===== src/rtl/core/taint_shadow_range_engine_defines.svh =====
`ifndef TAINT_SHADOW_RANGE_ENGINE_DEFINES_SVH
`define TAINT_SHADOW_RANGE_ENGINE_DEFINES_SVH

// Same-cycle implication, sampled on clk, disabled while arst_n is low.
`define TSRE_ASSERT_NOW(label, ante, cons, msg) \
	label: assert property (@(posedge clk) disable iff (!arst_n) (ante) |-> (cons)) \
		else $error(msg);

// Next-cycle implication.
`define TSRE_ASSERT_NEXT(label, ante, cons, msg) \
	label: assert property (@(posedge clk) disable iff (!arst_n) (ante) |=> (cons)) \
		else $error(msg);

`endif


===== src/rtl/core/tsre_pkg.sv =====
`default_nettype none

package tsre_pkg;

	localparam int ADDR_BITS_DEF = 16;
	localparam int FIELD_W       = 16;

	typedef enum logic [1:0] {
		OP_MARK  = 2'd0,
		OP_PROP  = 2'd1,
		OP_CLEAR = 2'd2,
		OP_CHECK = 2'd3
	} op_t;

	typedef enum logic [2:0] {
		S_WIPE,
		S_IDLE,
		S_WALK,
		S_DRAIN,
		S_CHK_RD,
		S_CHK_WAIT,
		S_DONE
	} state_t;

	// Shadow store port controls, addresses travel separately
	typedef struct packed {
		logic wr_en;
		logic wr_data;
		logic rd_en;
	} ram_ctl_t;

endpackage

`default_nettype wire


===== src/rtl/core/tsre_seq.sv =====
`default_nettype none

module tsre_seq #(
	parameter int ADDR_BITS = tsre_pkg::ADDR_BITS_DEF
) (
	input  wire logic                         clk,
	input  wire logic                         arst_n,
	input  wire logic                         start,
	input  wire logic [1:0]                   opcode,
	input  wire logic [tsre_pkg::FIELD_W-1:0] first_addr,
	input  wire logic [tsre_pkg::FIELD_W-1:0] source_addr,
	input  wire logic [tsre_pkg::FIELD_W-1:0] byte_count,
	output      logic                         idle,
	input  wire logic                         rd_bit,
	output      tsre_pkg::ram_ctl_t           ctl,
	output      logic [ADDR_BITS-1:0]         wr_addr,
	output      logic [ADDR_BITS-1:0]         rd_addr,
	output      logic                         res_valid,
	output      logic                         res_hit,
	input  wire logic                         res_take
);

	tsre_pkg::state_t state_q, state_d;
	tsre_pkg::op_t    op_q;
	tsre_pkg::op_t    op_in;
	logic [ADDR_BITS-1:0]         addr_q;
	logic [ADDR_BITS-1:0]         src_q;
	logic [tsre_pkg::FIELD_W-1:0] cnt_q;
	logic                         hit_q;
	logic                         pend_s1;   // propagate read in flight, write due this cycle

	assign op_in = tsre_pkg::op_t'(opcode);

	always_ff @(posedge clk or negedge arst_n) begin
		if (!arst_n) begin
			state_q <= tsre_pkg::S_WIPE;
		end else begin
			state_q <= state_d;
		end
	end

	always_comb begin
		state_d     = state_q;
		ctl         = '0;
		wr_addr     = addr_q;
		rd_addr     = src_q;
		idle        = 1'b0;
		res_valid   = 1'b0;
		unique case (state_q)
			tsre_pkg::S_WIPE: begin
				ctl.wr_en = 1'b1;
				if (addr_q == '1) begin
					state_d = tsre_pkg::S_IDLE;
				end
			end
			tsre_pkg::S_IDLE: begin
				idle = 1'b1;
				if (start) begin
					priority if (op_in == tsre_pkg::OP_CHECK) begin
						state_d = tsre_pkg::S_CHK_RD;
					end else if (byte_count == '0) begin
						state_d = tsre_pkg::S_DONE;
					end else begin
						state_d = tsre_pkg::S_WALK;
					end
				end
			end
			tsre_pkg::S_WALK: begin
				if (op_q == tsre_pkg::OP_PROP) begin
					ctl.rd_en = 1'b1;
				end else begin
					ctl.wr_en   = 1'b1;
					ctl.wr_data = (op_q == tsre_pkg::OP_MARK);
				end
				if (cnt_q == tsre_pkg::FIELD_W'(1)) begin
					state_d = (op_q == tsre_pkg::OP_PROP) ? tsre_pkg::S_DRAIN
						: tsre_pkg::S_DONE;
				end
			end
			tsre_pkg::S_DRAIN: begin
				state_d = tsre_pkg::S_DONE;
			end
			tsre_pkg::S_CHK_RD: begin
				ctl.rd_en = 1'b1;
				rd_addr   = addr_q;
				state_d   = tsre_pkg::S_CHK_WAIT;
			end
			tsre_pkg::S_CHK_WAIT: begin
				state_d = tsre_pkg::S_DONE;
			end
			tsre_pkg::S_DONE: begin
				res_valid = 1'b1;
				if (res_take) begin
					state_d = tsre_pkg::S_IDLE;
				end
			end
			default: begin
				state_d = tsre_pkg::S_IDLE;
			end
		endcase
		// propagate write half: taint the destination only when the source bit is set
		if (pend_s1) begin
			ctl.wr_en   = rd_bit;
			ctl.wr_data = 1'b1;
		end
	end

	assign res_hit = hit_q;

	always_ff @(posedge clk or negedge arst_n) begin
		if (!arst_n) begin
			addr_q  <= '0;
			src_q   <= '0;
			cnt_q   <= '0;
			op_q    <= tsre_pkg::OP_MARK;
			hit_q   <= 1'b0;
			pend_s1 <= 1'b0;
		end else begin
			pend_s1 <= (state_q == tsre_pkg::S_WALK) && (op_q == tsre_pkg::OP_PROP);
			if (idle && start) begin
				addr_q <= ADDR_BITS'(first_addr);
				src_q  <= ADDR_BITS'(source_addr);
				cnt_q  <= byte_count;
				op_q   <= op_in;
				hit_q  <= 1'b0;
			end else begin
				if ((state_q == tsre_pkg::S_WIPE) || pend_s1 ||
						((state_q == tsre_pkg::S_WALK) && (op_q != tsre_pkg::OP_PROP))) begin
					addr_q <= addr_q + ADDR_BITS'(1);
				end
				if ((state_q == tsre_pkg::S_WALK) && (op_q == tsre_pkg::OP_PROP)) begin
					src_q <= src_q + ADDR_BITS'(1);
				end
				if (state_q == tsre_pkg::S_WALK) begin
					cnt_q <= cnt_q - tsre_pkg::FIELD_W'(1);
				end
				if (state_q == tsre_pkg::S_CHK_WAIT) begin
					hit_q <= rd_bit;
				end
			end
		end
	end

endmodule

`default_nettype wire


===== config.mk =====
export PLATFORM = sky130hd
export DESIGN_NAME = tsre_seq
export DESIGN_NICKNAME = d
export VERILOG_FILES = /design/src/rtl/core/taint_shadow_range_engine_defines.svh /design/src/rtl/core/tsre_pkg.sv /design/src/rtl/core/tsre_seq.sv
export SDC_FILE = /design/constraint.sdc
export NUM_CORES = 1
export LEC_CHECK = 0
export BUFFER_PORTS_ARGS = -buffer_cell sky130_fd_sc_hd__buf_4
export CORE_ASPECT_RATIO = 0.7
export CORE_UTILIZATION = 57
export DETAILED_ROUTE_END_ITERATION = 12
export PLACE_DENSITY_LB_ADDON = 0.05
export SYNTH_ARGS = -nofsm -noshare
export SYNTH_HDL_FRONTEND = slang
export SYNTH_SLANG_ARGS = --single-unit

===== constraint.sdc =====
create_clock -name clk -period 4.3 [get_ports clk]
set_clock_uncertainty 0.05 [all_clocks]
set_input_delay 0.645 -clock clk [delete_from_list [all_inputs] [get_ports clk]]
set_output_delay 0.645 -clock clk [all_outputs]
set_load 0.01 [all_outputs]

==> impl_metrics.py <==
metrics = {
    "layout": {
        "diodes": 0,
        "mostFrequentLayoutCell": "buf_4",
        "mostFrequentLayoutCells": "buf_4, nand2_1, dfrtp_1",
        "layout.core_utilization_pct": 76.4,
        "postLayoutCellArea_mm2": 0.00416,
        "final-instance-count-excl-fill": 541,
        "fillers": 431,
        "final_net_count": 527,
        "area_delta_synth_final_pct": 24.7,
        "share_of_post_route_cells_with_drive_strength_above_1_pct": 26.4,
    },
    "critical_path": {
        "timing.rr.start": "state_q[2]",
        "worst_path_max_delay_cell": "and3_1",
        "timing.critical_path.to_type": "output pin",
        "timing.critical_path.cells": "and3_1 -> mux2_2 -> buf_4",
        "crit_arrival_ps": 2360,
        "worstPathBufferInverterCount": 1,
        "ff2ff_setup_slack_ps": 1820,
        "worst-endpoint-required_ps": 3610,
        "crit_fanout": 20,
        "timing_worst_setup_path_type": "reg -> out",
        "reg2regPathDepth": 5,
        "critPathLaunchType": "flop",
        "critPathMaxStageDelay_ps": 770,
        "cpLargestDelayFamily": "simple AND/OR/NAND/NOR gates",
        "timing.rr.end": "cnt_q[13]",
    },
    "power": {
        "p_leak_nw": 1.77,
        "p_sw_share_pct": 44.0,
        "power_per_cell_area_mw_per_mm2": 708,
        "design_power_total_mw": 2.95,
        "fraction_of_power_consumed_by_the_clock_network_pct": 10.9,
        "worst_ir_drop_vdd_uv": 448,
        "pwr-share-comb_pct": 50.4,
        "share_seq_of_total_power_pct": 38.7,
        "p_int_mw": 1.65,
        "switchingPower_mw": 1.30,
    },
    "cts": {
        "ctsRootBufferMaster": "clkbuf_8",
        "post-cts-setup-buffers": 0,
        "htree_num_levels": 2,
        "cts_max_path_buffers": 2,
        "worst_setup_hold_path_clk_slew_ps": 110,
        "cts.repair.resized": 0,
        "cts_tree": "done",
        "worst_skew_pair.late_latency_ps": 300,
        "cts_hold_buf": 0,
        "cts_num_sinks": 55,
        "number_of_buffers_added_by_the_clock_tree_synthesis_step": 5,
    },
    "global_routing": {
        "grt_first_pass_wirelength_um": 14900,
        "groute.usage.overall_pct": 31.7,
        "grt-ovfl-total": 0,
        "first_global_vias": 2997,
        "initial_antenna_violation_count": 0,
        "grt_max_degree": 56,
    },
    "sta": {
        "fin_crit_ps": 3060,
        "unrepaired_setup_endpoints_after_global_routing": "no",
        "fin_worst_hold_slack_ps": 329,
        "period_share_pct": 71.1,
        "timing_worst_slew_pin_value_ps": 882,
        "final_hold_viol_count": 0,
        "totalNegativeSetupSlack_ps": 0,
        "finalSetupViolations": 0,
        "clock.fmax_mhz": 327,
        "timing_max_transition_violations_final": 0,
        "slew_headroom_pct": 41.2,
        "timing.final.ws_setup_ps": 1240,
    },
    "floorplan": {
        "core_area_mm2": 0.00545,
        "floorplan.initialDensity_pct": 61.2,
        "die-width_um": 93.5,
        "pin_count": 93,
        "die_h_um": 66.0,
        "total_die_area_mm2": 0.00617,
        "placement_rows": 22,
    },
    "placed_design": {
        "dpl_worst_slack_ps": 1580,
        "routabilityCongestion": 0.941,
        "placed_cells_incl_taps": 533,
        "placedInstanceArea_mm2": 0.00406,
        "place.detailed.hpwl_um": 6780,
        "number_of_port_buffers": 92,
    },
    "routing": {
        "detailroute.via_count": 3341,
        "vias_per_cell": 6.18,
        "wl_um": 9150,
        "post-route-drc-count": 0,
        "routedWlPerCell_um": 16.9,
        "detail_route.first_pass.iterations": 5,
        "final_antenna_net_count": 0,
        "drt-initial-drc-count": 257,
    },
    "yosys": {
        "synthesized_instance_count": 386,
        "synth-seq-area-share_pct": 41.2,
        "ys_seq_elements": 55,
        "yosys_warnings": 0,
        "postSynth.topFlopCell": "dfrtp_1",
        "postSynthNetCount": 445,
        "postSynth.asyncResetShare_pct": 100,
        "synth_cell_type_count": 52,
        "synthesis.area_mm2": 0.00334,
        "synth_enable_flop_cells": 0,
        "postSynthAreaPerCell_um2": 8.65,
    },
    "worst_hold_path": {
        "hold_path_class": "in -> async",
    },
    "job": {
        "cap_viol_max_count": 0,
    },
    "run_status": {
        "run_status": "complete, no violations",
    },
}
[routing by layer]
metal / global-route usage [%] / vias up / share of wire (%)
met4: 4.62 / 0 / 0.71
met1: 48.8 / 1586 / 47
met5: 0 / - / 0
met3: 7.47 / 14 / 10
li1: - / 1563 / -
met2: 45.9 / 178 / 42
[power groups by stage]
stage	Clock, mW	Combinational (mW)	Sequential, mW
floorplan	0	0.959	1.03
global placement	0	1.43	1.12
detailed placement	0	1.47	1.14
CTS	0.320	1.48	1.13
global route	0.349	1.64	1.18
finish	0.321	1.49	1.14
[synth_stat cells, types with 3 or more instances]
library cell / n / area, um^2
ha_1: 4 / 50.1
nand2_1: 59 / 221
buf_2: 3 / 15.0
xnor2_1: 20 / 175
clkbuf_1: 15 / 56.3
dfrtp_1: 55 / 1380
a211oi_1: 3 / 22.5
nor2b_1: 3 / 18.8
o21ai_0: 31 / 155
a31oi_1: 3 / 18.8
and3_1: 6 / 37.5
inv_1: 11 / 41.3
nor3b_1: 3 / 22.5
nor3_1: 19 / 95.1
a21oi_1: 18 / 90.1
a221o_1: 8 / 80.1
xor2_1: 10 / 87.6
or4_1: 3 / 22.5
mux2_2: 14 / 158
o211ai_1: 3 / 22.5
nand4_1: 9 / 56.3
nor2_1: 28 / 105
or3_1: 4 / 25.0
nand3_1: 12 / 60.1
nor4_1: 11 / 68.8
[state kept, by name (all words and copies together), names as in the netlist]
name and flops:
cnt_q 16, state_q 3, pend_s1 1, res_hit 1
wr_addr 16, src_q 16, op_q 2
[cells by family after synthesis]
kind of cell	count (synthesis)	synth area share, %
xor gates and xnor gates	30	7.87
adders and majority gates	4	1.50
DFF	55	41.2
muxes	14	4.72
buffers and inverters	30	3.49
and+or+nand+nor	171	25.8
AOI/OAI and AO/OA	82	15.4
[area by class of cell]
class | instances | area (um^2) | share of cell area (%)
multi-input combinational | 301 | 1850 | 44.4
clock buffer | 7 | 96.3 | 2.31
inverter | 11 | 41.3 | 0.992
sequential | 55 | 1380 | 33.1
clock inverter | 1 | 7.51 | 0.180
timing repair buffer | 94 | 706 | 16.9
tap | 72 | 90.1 | 2.16
[worst max path at each step]
stage,from,endpoint,slack (ps),cells past startpoint
finish,state_q[2],rd_addr[5],1240,3
global route,state_q[2],rd_addr[5],1060,3
CTS,state_q[2],rd_addr[5],1230,3
detailed placement,state_q[2],rd_addr[0],1580,3
global placement,state_q[2],rd_addr[6],1640,3
floorplan,state_q[2],rd_addr[10],1910,5
Power figures use the tool's default switching activity.
